## config.mk

```make
export PLATFORM = sky130hd
export DESIGN_NAME = delta_rle_encoder_crc32
export DESIGN_NICKNAME = d
export VERILOG_FILES = /design/src/rtl/drle_pkg.sv /design/src/rtl/drle_front.sv /design/src/rtl/drle_fifo.sv /design/src/rtl/drle_back.sv /design/src/rtl/delta_rle_encoder_crc32.sv
export SDC_FILE = /design/constraint.sdc
export NUM_CORES = 1
export LEC_CHECK = 0
export BUFFER_PORTS_ARGS = -buffer_cell sky130_fd_sc_hd__buf_2
export CAP_MARGIN = 20
export CORE_MARGIN = 2
export CORE_UTILIZATION = 31
export DETAILED_ROUTE_END_ITERATION = 12
export GPL_TIMING_DRIVEN = 0
export PLACE_DENSITY_LB_ADDON = 0.25
export SLEW_MARGIN = 20
export SYNTH_ARGS = -nofsm -noshare
export SYNTH_HDL_FRONTEND = slang
export SYNTH_SLANG_ARGS = --single-unit
export TNS_END_PERCENT = 100
```

## constraint.sdc

```tcl
create_clock -name i_clk -period 7.4 [get_ports i_clk]
set_input_delay 0.37 -clock i_clk [delete_from_list [all_inputs] [get_ports i_clk]]
set_output_delay 0.37 -clock i_clk [all_outputs]
set_load 0.005 [all_outputs]
```

## src/rtl/drle_pkg.sv

```systemverilog
// ----------------------------------------------------------------------------
// drle_pkg
// Types, constants and the CRC-32 byte step shared by the encoder modules.
// ----------------------------------------------------------------------------
`timescale 1ns / 1ps

package drle_pkg;

    localparam int unsigned CRC_W   = 32;
    localparam int unsigned TOTAL_W = 48;

    localparam logic [CRC_W-1:0]   CRC_INIT  = 32'hFFFF_FFFF;
    localparam logic [CRC_W-1:0]   CRC_POLY  = 32'hEDB8_8320;
    localparam logic [7:0]         RUN_MAX   = 8'd255;
    localparam logic [TOTAL_W-1:0] TOTAL_MAX = 48'hFFFF_FFFF_FFFF;

    // configuration register indexes
    localparam logic [7:0] CFG_DELTA_ENABLE = 8'd0;
    localparam logic [7:0] CFG_STORED_MODE  = 8'd1;

    typedef enum logic [1:0] {
        KIND_RUN     = 2'd0,
        KIND_STORED  = 2'd1,
        KIND_TRAILER = 2'd2
    } t_kind;

    typedef struct packed {
        logic [7:0] in_byte;
        logic       in_last;
    } t_in_item;

    typedef struct packed {
        t_kind              out_kind;
        logic [7:0]         out_count;
        logic [7:0]         out_value;
        logic [CRC_W-1:0]   out_crc;
        logic [TOTAL_W-1:0] out_total;
        logic               out_last;
    } t_out_item;

    // results caused by one input byte: a closed run pair, then a stored
    // byte or the final run pair, then the trailer
    typedef struct packed {
        logic               a_valid;
        logic [7:0]         a_count;
        logic [7:0]         a_value;
        logic               b_valid;
        t_kind              b_kind;
        logic [7:0]         b_count;
        logic [7:0]         b_value;
        logic               t_valid;
        logic [CRC_W-1:0]   t_crc;
        logic [TOTAL_W-1:0] t_total;
    } t_rec;

    // reflected CRC-32, one byte
    function automatic logic [CRC_W-1:0] crc_byte(input logic [CRC_W-1:0] crc,
                                                   input logic [7:0] b);
        logic [CRC_W-1:0] c;
        c = crc ^ {24'h0, b};
        for (int k = 0; k < 8; k++) begin
            c = c[0] ? ((c >> 1) ^ CRC_POLY) : (c >> 1);
        end
        return c;
    endfunction

endpackage

```

## src/rtl/drle_front.sv

```systemverilog
// ----------------------------------------------------------------------------
// drle_front
// Accept raw bytes, update CRC, count and run state, build result records.
// ----------------------------------------------------------------------------
`timescale 1ns / 1ps

module drle_front (
    input  logic               i_clk,
    input  logic               i_rst_n,
    input  logic               i_push,
    input  drle_pkg::t_in_item i_in,
    output logic               o_full,
    input  logic               i_delta_enable,
    input  logic               i_stored_mode,
    output logic               o_rec_push,
    output drle_pkg::t_rec     o_rec,
    input  logic               i_rec_full
);

    logic [7:0]                   r_prev,    n_prev;
    logic [7:0]                   r_run_val, n_run_val;
    logic [7:0]                   r_run_len, n_run_len;
    logic [drle_pkg::CRC_W-1:0]   r_crc,     n_crc;
    logic [drle_pkg::TOTAL_W-1:0] r_total,   n_total;

    logic                         accept;
    logic                         first;
    logic [7:0]                   coded;
    logic [7:0]                   len_nx;
    logic [7:0]                   val_nx;
    logic [drle_pkg::CRC_W-1:0]   crc_nx;
    logic [drle_pkg::TOTAL_W-1:0] total_nx;
    drle_pkg::t_rec               rec;

    assign accept = i_push && !i_rec_full;
    assign o_full = i_rec_full;

    always_comb begin
        first    = (r_total == '0);
        crc_nx   = drle_pkg::crc_byte(r_crc, i_in.in_byte);
        total_nx = (r_total == drle_pkg::TOTAL_MAX) ? r_total : r_total + 1'b1;
        coded    = (i_delta_enable && !first) ? (i_in.in_byte - r_prev) : i_in.in_byte;
        len_nx   = r_run_len;
        val_nx   = r_run_val;
        rec      = '0;

        if (i_stored_mode) begin
            // flush an open run before the stored byte
            if (r_run_len != '0) begin
                rec.a_valid = 1'b1;
                rec.a_count = r_run_len;
                rec.a_value = r_run_val;
            end
            len_nx      = '0;
            rec.b_valid = 1'b1;
            rec.b_kind  = drle_pkg::KIND_STORED;
            rec.b_value = i_in.in_byte;
        end else if (r_run_len != '0 && coded == r_run_val
                     && r_run_len != drle_pkg::RUN_MAX) begin
            len_nx = r_run_len + 8'd1;
        end else begin
            if (r_run_len != '0) begin
                rec.a_valid = 1'b1;
                rec.a_count = r_run_len;
                rec.a_value = r_run_val;
            end
            val_nx = coded;
            len_nx = 8'd1;
        end

        if (i_in.in_last) begin
            if (len_nx != '0) begin
                rec.b_valid = 1'b1;
                rec.b_kind  = drle_pkg::KIND_RUN;
                rec.b_count = len_nx;
                rec.b_value = val_nx;
            end
            rec.t_valid = 1'b1;
            rec.t_crc   = crc_nx ^ drle_pkg::CRC_INIT;
            rec.t_total = total_nx;
        end
    end

    always_comb begin
        n_prev    = r_prev;
        n_run_val = r_run_val;
        n_run_len = r_run_len;
        n_crc     = r_crc;
        n_total   = r_total;
        if (accept) begin
            if (i_in.in_last) begin
                n_prev    = '0;
                n_run_val = '0;
                n_run_len = '0;
                n_crc     = drle_pkg::CRC_INIT;
                n_total   = '0;
            end else begin
                n_prev    = i_in.in_byte;
                n_run_val = val_nx;
                n_run_len = len_nx;
                n_crc     = crc_nx;
                n_total   = total_nx;
            end
        end
    end

    always_ff @(posedge i_clk) begin
        if (!i_rst_n) begin
            r_prev    <= '0;
            r_run_val <= '0;
            r_run_len <= '0;
            r_crc     <= drle_pkg::CRC_INIT;
            r_total   <= '0;
        end else begin
            r_prev    <= n_prev;
            r_run_val <= n_run_val;
            r_run_len <= n_run_len;
            r_crc     <= n_crc;
            r_total   <= n_total;
        end
    end

    assign o_rec_push = accept && (rec.a_valid || rec.b_valid || rec.t_valid);
    assign o_rec      = rec;

endmodule

```

## src/rtl/drle_fifo.sv

```systemverilog
// ----------------------------------------------------------------------------
// drle_fifo
// Short record queue between the front and back parts.
// ----------------------------------------------------------------------------
`timescale 1ns / 1ps

module drle_fifo #(
    parameter int unsigned DEPTH = 4
) (
    input  logic           i_clk,
    input  logic           i_rst_n,
    input  logic           i_push,
    input  drle_pkg::t_rec i_data,
    output logic           o_full,
    input  logic           i_pop,
    output drle_pkg::t_rec o_data,
    output logic           o_valid
);

    localparam int unsigned PTR_W = (DEPTH > 1) ? $clog2(DEPTH) : 1;
    localparam int unsigned CNT_W = $clog2(DEPTH + 1);

    drle_pkg::t_rec   r_mem [DEPTH];
    logic [PTR_W-1:0] r_wr_ptr, n_wr_ptr;
    logic [PTR_W-1:0] r_rd_ptr, n_rd_ptr;
    logic [CNT_W-1:0] r_count,  n_count;
    logic             wr_en;
    logic             rd_en;

    assign o_full  = (r_count == CNT_W'(DEPTH));
    assign o_valid = (r_count != '0);
    assign o_data  = r_mem[r_rd_ptr];
    assign wr_en   = i_push && !o_full;
    assign rd_en   = i_pop && o_valid;

    always_comb begin
        n_wr_ptr = r_wr_ptr;
        n_rd_ptr = r_rd_ptr;
        n_count  = r_count;
        if (wr_en) begin
            n_wr_ptr = (r_wr_ptr == PTR_W'(DEPTH - 1)) ? '0 : r_wr_ptr + 1'b1;
        end
        if (rd_en) begin
            n_rd_ptr = (r_rd_ptr == PTR_W'(DEPTH - 1)) ? '0 : r_rd_ptr + 1'b1;
        end
        if (wr_en && !rd_en) begin
            n_count = r_count + 1'b1;
        end else if (rd_en && !wr_en) begin
            n_count = r_count - 1'b1;
        end
    end

    always_ff @(posedge i_clk) begin
        if (wr_en) begin
            r_mem[r_wr_ptr] <= i_data;
        end
    end

    always_ff @(posedge i_clk) begin
        if (!i_rst_n) begin
            r_wr_ptr <= '0;
            r_rd_ptr <= '0;
            r_count  <= '0;
        end else begin
            r_wr_ptr <= n_wr_ptr;
            r_rd_ptr <= n_rd_ptr;
            r_count  <= n_count;
        end
    end

endmodule

```

## src/rtl/drle_back.sv

```systemverilog
// ----------------------------------------------------------------------------
// drle_back
// Unpack result records one beat at a time into the output register.
// ----------------------------------------------------------------------------
`timescale 1ns / 1ps

module drle_back (
    input  logic                i_clk,
    input  logic                i_rst_n,
    input  logic                i_rec_valid,
    input  drle_pkg::t_rec      i_rec,
    output logic                o_rec_pop,
    output logic                o_empty,
    input  logic                i_pop,
    output drle_pkg::t_out_item o_out
);

    logic [1:0]          r_done,      n_done;
    logic                r_out_valid, n_out_valid;
    drle_pkg::t_out_item r_out,       n_out;

    logic                load;
    logic                more;
    drle_pkg::t_out_item sel;

    assign load = i_rec_valid && (!r_out_valid || i_pop);

    // pick the oldest pending result of the head record
    always_comb begin
        sel  = '0;
        more = 1'b0;
        if (i_rec.a_valid && !r_done[0]) begin
            sel.out_kind  = drle_pkg::KIND_RUN;
            sel.out_count = i_rec.a_count;
            sel.out_value = i_rec.a_value;
            more          = i_rec.b_valid || i_rec.t_valid;
        end else if (i_rec.b_valid && !r_done[1]) begin
            sel.out_kind  = i_rec.b_kind;
            sel.out_count = i_rec.b_count;
            sel.out_value = i_rec.b_value;
            more          = i_rec.t_valid;
        end else begin
            sel.out_kind  = drle_pkg::KIND_TRAILER;
            sel.out_crc   = i_rec.t_crc;
            sel.out_total = i_rec.t_total;
            sel.out_last  = 1'b1;
        end
    end

    always_comb begin
        n_done      = r_done;
        n_out_valid = r_out_valid;
        n_out       = r_out;
        if (load) begin
            n_out_valid = 1'b1;
            n_out       = sel;
            if (more) begin
                n_done = (i_rec.a_valid && !r_done[0]) ? 2'b01 : 2'b11;
            end else begin
                n_done = 2'b00;
            end
        end else if (i_pop) begin
            n_out_valid = 1'b0;
        end
    end

    always_ff @(posedge i_clk) begin
        r_out <= n_out;
    end

    always_ff @(posedge i_clk) begin
        if (!i_rst_n) begin
            r_done      <= '0;
            r_out_valid <= 1'b0;
        end else begin
            r_done      <= n_done;
            r_out_valid <= n_out_valid;
        end
    end

    assign o_rec_pop = load && !more;
    assign o_empty   = !r_out_valid;
    assign o_out     = r_out;

endmodule

```

## src/rtl/delta_rle_encoder_crc32.sv

```systemverilog
// ----------------------------------------------------------------------------
// delta_rle_encoder_crc32: results go through the record queue, then the output register.
// Throughput: one byte per cycle unless the queue is full; at most one result beat a cycle.
// Bytes causing 2 or 3 results take 2 or 3 output beats (record queue).
// Reset (synchronous, active low): config 0, CRC all ones, counts and queue empty.
// ----------------------------------------------------------------------------
`timescale 1ns / 1ps

module delta_rle_encoder_crc32 #(
    parameter int unsigned REC_DEPTH = 4
) (
    input  logic                i_clk,
    input  logic                i_rst_n,
    // input byte stream
    input  logic                push,
    input  drle_pkg::t_in_item  i_in,
    output logic                full,
    // result stream
    output logic                empty,
    input  logic                pop,
    output drle_pkg::t_out_item o_out,
    // configuration writes
    input  logic                i_cfg_valid,
    output logic                o_cfg_ready,
    input  logic [7:0]          i_cfg_index,
    input  logic                i_cfg_data
);

    // Mode registers: the user must write them only while the block is idle; the block
    // does not enforce it. The front reads them directly. Unknown indexes are dropped.
    logic r_delta_enable, n_delta_enable;
    logic r_stored_mode,  n_stored_mode;

    // record channel between front and back
    logic           rec_push;
    logic           rec_full;
    drle_pkg::t_rec rec_in;
    logic           rec_pop;
    logic           rec_valid;
    drle_pkg::t_rec rec_head;

    assign o_cfg_ready = 1'b1;

    always_comb begin
        n_delta_enable = r_delta_enable;
        n_stored_mode  = r_stored_mode;
        if (i_cfg_valid) begin
            case (i_cfg_index)
                drle_pkg::CFG_DELTA_ENABLE: n_delta_enable = i_cfg_data;
                drle_pkg::CFG_STORED_MODE:  n_stored_mode  = i_cfg_data;
                default: ;
            endcase
        end
    end

    always_ff @(posedge i_clk) begin
        if (!i_rst_n) begin
            r_delta_enable <= 1'b0;
            r_stored_mode  <= 1'b0;
        end else begin
            r_delta_enable <= n_delta_enable;
            r_stored_mode  <= n_stored_mode;
        end
    end

    // Front: one byte per beat. CRC step, saturating total, delta and run
    // compare all resolve in the accepting cycle; every byte that causes any
    // result pushes one record holding up to three of them.
    drle_front u_front (
        .i_clk          (i_clk),
        .i_rst_n        (i_rst_n),
        .i_push         (push),
        .i_in           (i_in),
        .o_full         (full),
        .i_delta_enable (r_delta_enable),
        .i_stored_mode  (r_stored_mode),
        .o_rec_push     (rec_push),
        .o_rec          (rec_in),
        .i_rec_full     (rec_full)
    );

    // Queue decouples the byte side from the result side.
    drle_fifo #(
        .DEPTH (REC_DEPTH)
    ) u_fifo (
        .i_clk   (i_clk),
        .i_rst_n (i_rst_n),
        .i_push  (rec_push),
        .i_data  (rec_in),
        .o_full  (rec_full),
        .i_pop   (rec_pop),
        .o_data  (rec_head),
        .o_valid (rec_valid)
    );

    // Back: advance through the head record, one result beat per cycle while the receiver
    // keeps popping, into an output register that refills in the same cycle it is popped.
    drle_back u_back (
        .i_clk       (i_clk),
        .i_rst_n     (i_rst_n),
        .i_rec_valid (rec_valid),
        .i_rec       (rec_head),
        .o_rec_pop   (rec_pop),
        .o_empty     (empty),
        .i_pop       (pop),
        .o_out       (o_out)
    );

    // trailer and only the trailer marks the end of a block
    a_last_is_trailer: assert property (@(posedge i_clk) disable iff (!i_rst_n)
        !empty |-> (o_out.out_last == (o_out.out_kind == drle_pkg::KIND_TRAILER)))
        else $error("out_last disagrees with result kind");

    // a run pair never carries an empty run
    a_run_nonzero: assert property (@(posedge i_clk) disable iff (!i_rst_n)
        (!empty && o_out.out_kind == drle_pkg::KIND_RUN) |-> (o_out.out_count != 8'd0))
        else $error("run pair with zero count");

    // the record queue never pops while it is empty
    a_no_underflow: assert property (@(posedge i_clk) disable iff (!i_rst_n)
        rec_pop |-> rec_valid)
        else $error("record queue popped while empty");

endmodule

```

* Word-level counts from Yosys, hierarchy flattened
Memory sizes are Yosys's and may differ from the RTL's. A register that Yosys moved wholly into a read port is not among the register bits.
Index checks and enable logic that the tools add are counted.
** Word-level totals
- Bits in registers :: 215
- Memory bits (writable) :: 468
- Input bits :: 23
- Output and inout port bits :: 102
- Word-level logic and storage cells :: 125
- Memories kept :: 1
** Operators by class
- Add/subtract/negate cells :: 7
- Equality and inequality tests :: 7
- Muxes and demuxes :: 44
- Bitwise logic cells :: 11
- Reduce and logical (&&, ||, !) cells :: 36
** Memories
- u_fifo.r_mem :: depth 4, width 117, rd ports 1, clocked after memory_dff 1, wr ports 1, RTL line drle_fifo.sv:23 : drle_pkg::t_rec r_mem [DEPTH];
** Operator list (number)
- $mux W32 :: 9
- $not A13 Y14 :: 8
- $mux W100 :: 1
- $mux W48 :: 2
- $mux W8 :: 9
- $mux W17 :: 3
- $add A48 B1 Y48 const B :: 1
- $eq A48 B48 Y1 const B :: 1
- $logic_not A48 Y1 :: 1
- $mux W16 :: 2
- $not A32 Y32 :: 1
- $xor A32 B8 Y32 :: 1
- $mux W19 :: 1
- $reduce_bool A8 Y1 :: 2
- $mux W2 :: 7
- $logic_and A1 B1 Y1 :: 13
- $mux W3 :: 3
- $add A8 B1 Y8 const B :: 1
- $eq A8 B1 Y1 const B :: 1
- $eq A8 B8 Y1 :: 1
- $logic_not A1 Y1 :: 8
- $logic_not A8 Y1 :: 1
- $ne A8 B8 Y1 const B :: 1
- $sub A8 B8 Y8 :: 1
- 12 further kinds :: 26

* Logic depth before layout (Yosys ltp)
- Word-level depth :: 27
- Gate-level depth with buffers :: 19

* By module
Synthesis repeated with hierarchy kept, for this count alone.
** Second synthesis, totals
- Cells, all modules :: 1976
- Area, all modules :: 29244.3 um^2
** By module, submodules not included
- drle_fifo :: times used 1, cells an instance 662, area an instance 17319.1 um^2, sequential area each 14233.7 um^2
- drle_front :: times used 1, cells an instance 1070, area an instance 7923.8 um^2, sequential area each 2082.0 um^2
- drle_back :: times used 1, cells an instance 230, area an instance 3887.5 um^2, sequential area each 3032.9 um^2
- delta_rle_encoder_crc32 :: times used 1, cells an instance 14, area an instance 113.9 um^2, sequential area each 40.0 um^2

* Worst setup path after synthesis
OpenSTA, ideal clock, no wires.
- Kind :: input-to-reg
- Start :: input port i_in[1] in the netlist's numbering
- End :: memory u_fifo.r_mem[3][0] in the netlist's numbering (enable)
- Library setup time :: 0.592 ns
- Arrival :: 7.197 ns
- Setup slack :: -0.389 ns
- Cell stages on the path :: 13
- Cells stage by stage :: inv_1 > ha_1 > inv_1 > fa_1 > a211o_1 > a2111oi_0 > o21ai_0 > nor4b_1 > o2111ai_2 > nor2_1 > nor3b_1 > o21ai_1 > nor2_1
** On the way
- Cells in the longest elaborated chain, start to end :: 16
- Elaborated cells on any way between the ends :: 18
- Classes of those cells :: add/sub: 1; eq/ne: 1; mux: 9; reduce/logical: 7
** RTL lines
- start, declared :: RTL line delta_rle_encoder_crc32.sv:16 : input drle_pkg::t_in_item i_in,
- $sub A8 B8 Y8 :: RTL line drle_front.sv:42 : coded = (i_delta_enable && !first) ? (i_in.in_byte - r_prev) : i_in.in_byte;
- $mux W8 (*) :: RTL line drle_front.sv:42
- $eq A8 B8 Y1 (*) :: RTL line drle_front.sv:58 : end else if (r_run_len != '0 && coded == r_run_val
- $logic_and A1 B1 Y1 (*) :: RTL line drle_front.sv:58
- $logic_and A1 B1 Y1 (*) :: RTL line drle_front.sv:59 : && r_run_len != drle_pkg::RUN_MAX) begin
- $mux W8 :: RTL line drle_front.sv:58
- $mux W8 :: RTL line drle_front.sv:47 : if (i_stored_mode) begin
- $reduce_bool A8 Y1 :: RTL line drle_front.sv:72 : if (len_nx != '0) begin
- $mux W19 :: RTL line drle_front.sv:72
- $mux W100 :: RTL line drle_front.sv:71 : if (i_in.in_last) begin
- $logic_or A1 B1 Y1 (*) (2 in series) :: RTL line drle_front.sv:123 : assign o_rec_push = accept && (rec.a_valid || rec.b_valid || rec.t_valid);
- $logic_and A1 B1 Y1 (*) :: RTL line drle_front.sv:123
- $logic_and A1 B1 Y1 (*) :: RTL line drle_fifo.sv:33 : assign wr_en = i_push && !o_full;
- $mux W1 (*) :: RTL line drle_fifo.sv:54 : if (wr_en) begin
- $mux W1 (not written as such) (*) :: RTL line drle_fifo.sv:55 : r_mem[r_wr_ptr] <= i_data;
- end, declared :: RTL line drle_fifo.sv:23
Every way passes the cells marked *; elsewhere a longest branch is shown, timed or not.

* Worst setup path in the final report
- Start :: register u_front.r_prev[0]
- End :: memory u_fifo.r_mem[0][35] in the netlist's numbering (enable)
** On the way
- Cells in the longest elaborated chain, start to end :: 16
- Elaborated cells on any way between the ends :: 18
- Classes of those cells :: add/sub: 1; eq/ne: 1; mux: 9; reduce/logical: 7
** RTL lines
- start, declared :: RTL line drle_front.sv:20 : logic [7:0] r_prev, n_prev;
- start signal, assigned :: RTL line drle_front.sv:115 : r_prev <= n_prev;
- $sub A8 B8 Y8 (*) :: RTL line drle_front.sv:42
- $mux W8 (*) :: RTL line drle_front.sv:42
- $eq A8 B8 Y1 (*) :: RTL line drle_front.sv:58
- $logic_and A1 B1 Y1 (*) :: RTL line drle_front.sv:58
- $logic_and A1 B1 Y1 (*) :: RTL line drle_front.sv:59
- $mux W8 :: RTL line drle_front.sv:58
- $mux W8 :: RTL line drle_front.sv:47
- $reduce_bool A8 Y1 :: RTL line drle_front.sv:72
- $mux W19 :: RTL line drle_front.sv:72
- $mux W100 :: RTL line drle_front.sv:71
- $logic_or A1 B1 Y1 (*) (2 in series) :: RTL line drle_front.sv:123
- $logic_and A1 B1 Y1 (*) :: RTL line drle_front.sv:123
- $logic_and A1 B1 Y1 (*) :: RTL line drle_fifo.sv:33
- net u_fifo.wr_en :: RTL line drle_fifo.sv:27 : logic wr_en;
- $mux W1 (*) :: RTL line drle_fifo.sv:54
- $mux W1 (not written as such) (*) :: RTL line drle_fifo.sv:55
The timed path passes the listed nets; every way through them passes the cells marked *.

==> reports/qor.yml <==
crit_type: "reg -> reg"
ys_types: 85
slew_headroom_pct: 19.0
start_util_pct: 31.2
fin_crit_sh_pct: 61.0
clock_latency_ns: 0.63
synth_edf_count: 562
vias: 17144
numCtsBuffers: 71
area_growth_pct: 17.4
coreArea_mm2: 0.0932
ir_drop_mv: 0.162
cp_common_cell: "buf_12"
wirelength_mm: 71.8
cp_data_required_time_ns: 7.74
path_buf_inv: 5
grt.total_usage_pct: 15.0
cts.htree.levels: 3
synth_top_area_cell: "edfxtp_1"
clkSlewWorstSetupHoldPaths_ns: 0.06
hpwl_mm: 49.2
avgSynthCellArea_um2: 14.7
drt_pass1_iterations: 5
post_cts_resized: 0
p_per_area_mw_per_mm2: 343
grt_max_degree: 44
final.min_clock_period_ns: 4.51
cp-start-kind: "register"
synth-async-reset-ratio_pct: 0
wire_per_inst_um: 20.4
cts_hold_buffers: 1
ys_top_cells_by_area: "edfxtp_1, mux4_2, dfxtp_1, xnor2_1, nor2b_1"
place_congestion: 0.834
fin_tns_setup_ns: 0
root_buffer: "clkbuf_16"
clock.fmax_mhz: 222
grt_pass1_wl_mm: 108
drive_gt1_share_pct: 19.8
status: "finished clean"
p_leak_uw: 0.0113
cp_max_fo: 26
synth-main-ff-cell: "edfxtp_1"
skew_ns: 0.0423
critical_path_arrival_ns: 4.85
netlist_instances: 1986
tightestPinTransition_ns: 1.21
fin_nets: 2246
cp_top_family: "simple AND/OR/NAND/NOR gates"
yosysWarnings: 0
grt_pass1_vias: 17477
dieHeight_um: 310
hp-class: "in -> reg"
yosysMostFrequentCell: "edfxtp_1"
max-clock-path-buffers: 3
die_area_mm2: 0.0964
synth_common_cells: "edfxtp_1, nor2_1, nand2_1, dfxtp_1, mux4_2"
synth_seq_cells: 680
final-setup-viol-count: 0
post_cts_buffers: 0
drc: 0
fin_ws_ns: 2.89
worstPathCellList: "ha_1, inv_1, fa_1, a211oi_1, nor3_1, o21ai_0, nor4b_1, o2111ai_2, nor2_1, nor3b_1, o21ai_1, inv_1, and2_4, buf_12, buf_12, buf_12"
drv_slew: 0
rows: 112
ys_seq_area_share_pct: 66.1
synth_area_mm2: 0.0291
pre_cts_slack_ns: 2.62
overflow: 0
hold_violations: 0
critPathMaxStageDelay_ns: 0.55
antenna_found_initial: 8
fin_util_pct: 36.7
synth_fp_nets: 2029
rsz0062_at_grt: "no"
die_width_um: 310
cts_tree: "yes"
via_per_inst: 4.88
maxCapViolCount: 0
io_buffer_count: 121
drtAntennaViolNets: 0
synth_top_area_share_pct: 58.0
io_pins: 125
slowest_stage: "nor4b_1"
critPathCaptureType: "register"
drt_iter0_markers: 1365
cts.sinks: 680
-- layer usage --
metal  vias up  global-route usage, %  part of all wire [%]
met5         -                      0                  0.11
met3       112                   2.38                   4.4
met2       364                   24.7                    48
li1       7892                      -                     -
met1      8764                   20.4                    45
met4        12                   4.84                   2.3
-- cell usage in the layout, fill, tap and decap left out, types with 16 or more instances in the layout --
master,Yosys,final
xor2_1,47,47
nor4_1,16,16
dfxtp_1,118,118
clkbuf_16,0,74
a21oi_1,58,57
xnor2_1,97,97
a31oi_1,20,20
inv_1,25,25
and3_1,17,17
and2_1,52,49
or3_1,21,21
clkbuf_1,88,98
a22oi_1,16,16
o21ai_0,80,80
buf_2,19,141
nor3_1,24,24
mux4_2,116,116
nand2_1,127,127
nor2b_1,93,93
mux2i_1,17,17
nor2_1,134,133
a22o_1,16,16
edfxtp_1,562,562
ha_1,18,18
nand3_1,41,41
-- per-stage QoR --
| step | hold WS, ns | cells | cell area (um^2) | total power, uW |
|---|---|---|---|---|
| floorplan | 0.431 | 1986 | 29100 | 7050 |
| global placement | 0.442 | 3361 | 31300 | 8180 |
| detailed placement | 0.461 | 3383 | 31800 | 8290 |
| CTS | 0.0587 | 3511 | 34200 | 11900 |
| global route | 0.0938 | 3512 | 34200 | 12300 |
| finish | 0.0984 | 3513 | 34200 | 11700 |
-- flip-flops by register name, summed over array words and instances (netlist names), 2 cells and up, named ones only --
| name | flops |
|---|---|
| u_back.o_out | 98 |
| u_back.r_done | 2 |
| u_fifo.r_count | 3 |
| u_fifo.r_mem | 464 |
| u_fifo.r_rd_ptr | 2 |
| u_fifo.r_wr_ptr | 2 |
| u_front.r_crc | 32 |
| u_front.r_prev | 8 |
| u_front.r_run_len | 8 |
| u_front.r_run_val | 8 |
| u_front.r_total | 48 |
-- cell families (layout without fill, tap and decap cells) --
logic type	count (synthesis)	after routing	synth area share, %
other cells	1	3	0.0129
xor+xnor	147	147	4.52
buf+inv	153	424	2.17
simple gates	600	600	11.0
mux	133	133	9.56
compound gates	252	252	5.71
flops	680	680	66.1
fa+ha+maj	20	20	0.911
-- worst reg2reg max path, stage by stage, from the launching register on --
cell	delay, ns
dfxtp_1	0.38
ha_1	0.16
inv_1	0.05
fa_1	0.45
a211oi_1	0.34
nor3_1	0.10
o21ai_0	0.19
nor4b_1	0.55
o2111ai_2	0.24
nor2_1	0.13
nor3b_1	0.07
o21ai_1	0.39
inv_1	0.23
and2_4	0.33
buf_12	0.22
buf_12	0.19
buf_12	0.19
-- where the power goes --
part | leakage (uW) | internal [uW] | switching [uW]
logic | 0.00389 | 1310 | 1720
clock network | 0.00113 | 2100 | 1470
registers | 0.00626 | 4940 | 163
-- worst paths after layout --
| kind | startpoint | to | depth (start not counted) | slack (ns) |
|---|---|---|---|---|
| hold reg to reg | u_front.r_prev[6] | u_front.r_prev[6] | 2 | 0.48 |
| setup / recovery | u_front.r_prev[0] | u_fifo.r_mem[0][35] | 16 | 2.89 |
| hold / removal | i_in[0] | u_fifo.r_mem[0][80] | 1 | 0.1 |
| setup reg to reg | u_front.r_prev[0] | u_fifo.r_mem[0][35] | 16 | 2.89 |
-- final cells by class --
type | instances | area [um^2]
Fill cell | 8875 | 59000
Sequential cell | 680 | 19200
Multi-Input combinational cell | 1153 | 9260
Clock buffer | 90 | 1940
Tap cell | 1254 | 1570
Timing Repair Buffer | 144 | 1130
Buffer | 125 | 532
Clock inverter | 37 | 380
Inverter | 28 | 105
Antenna cell | 2 | 5.00
Note: power is estimated with default switching activity, not from simulation.
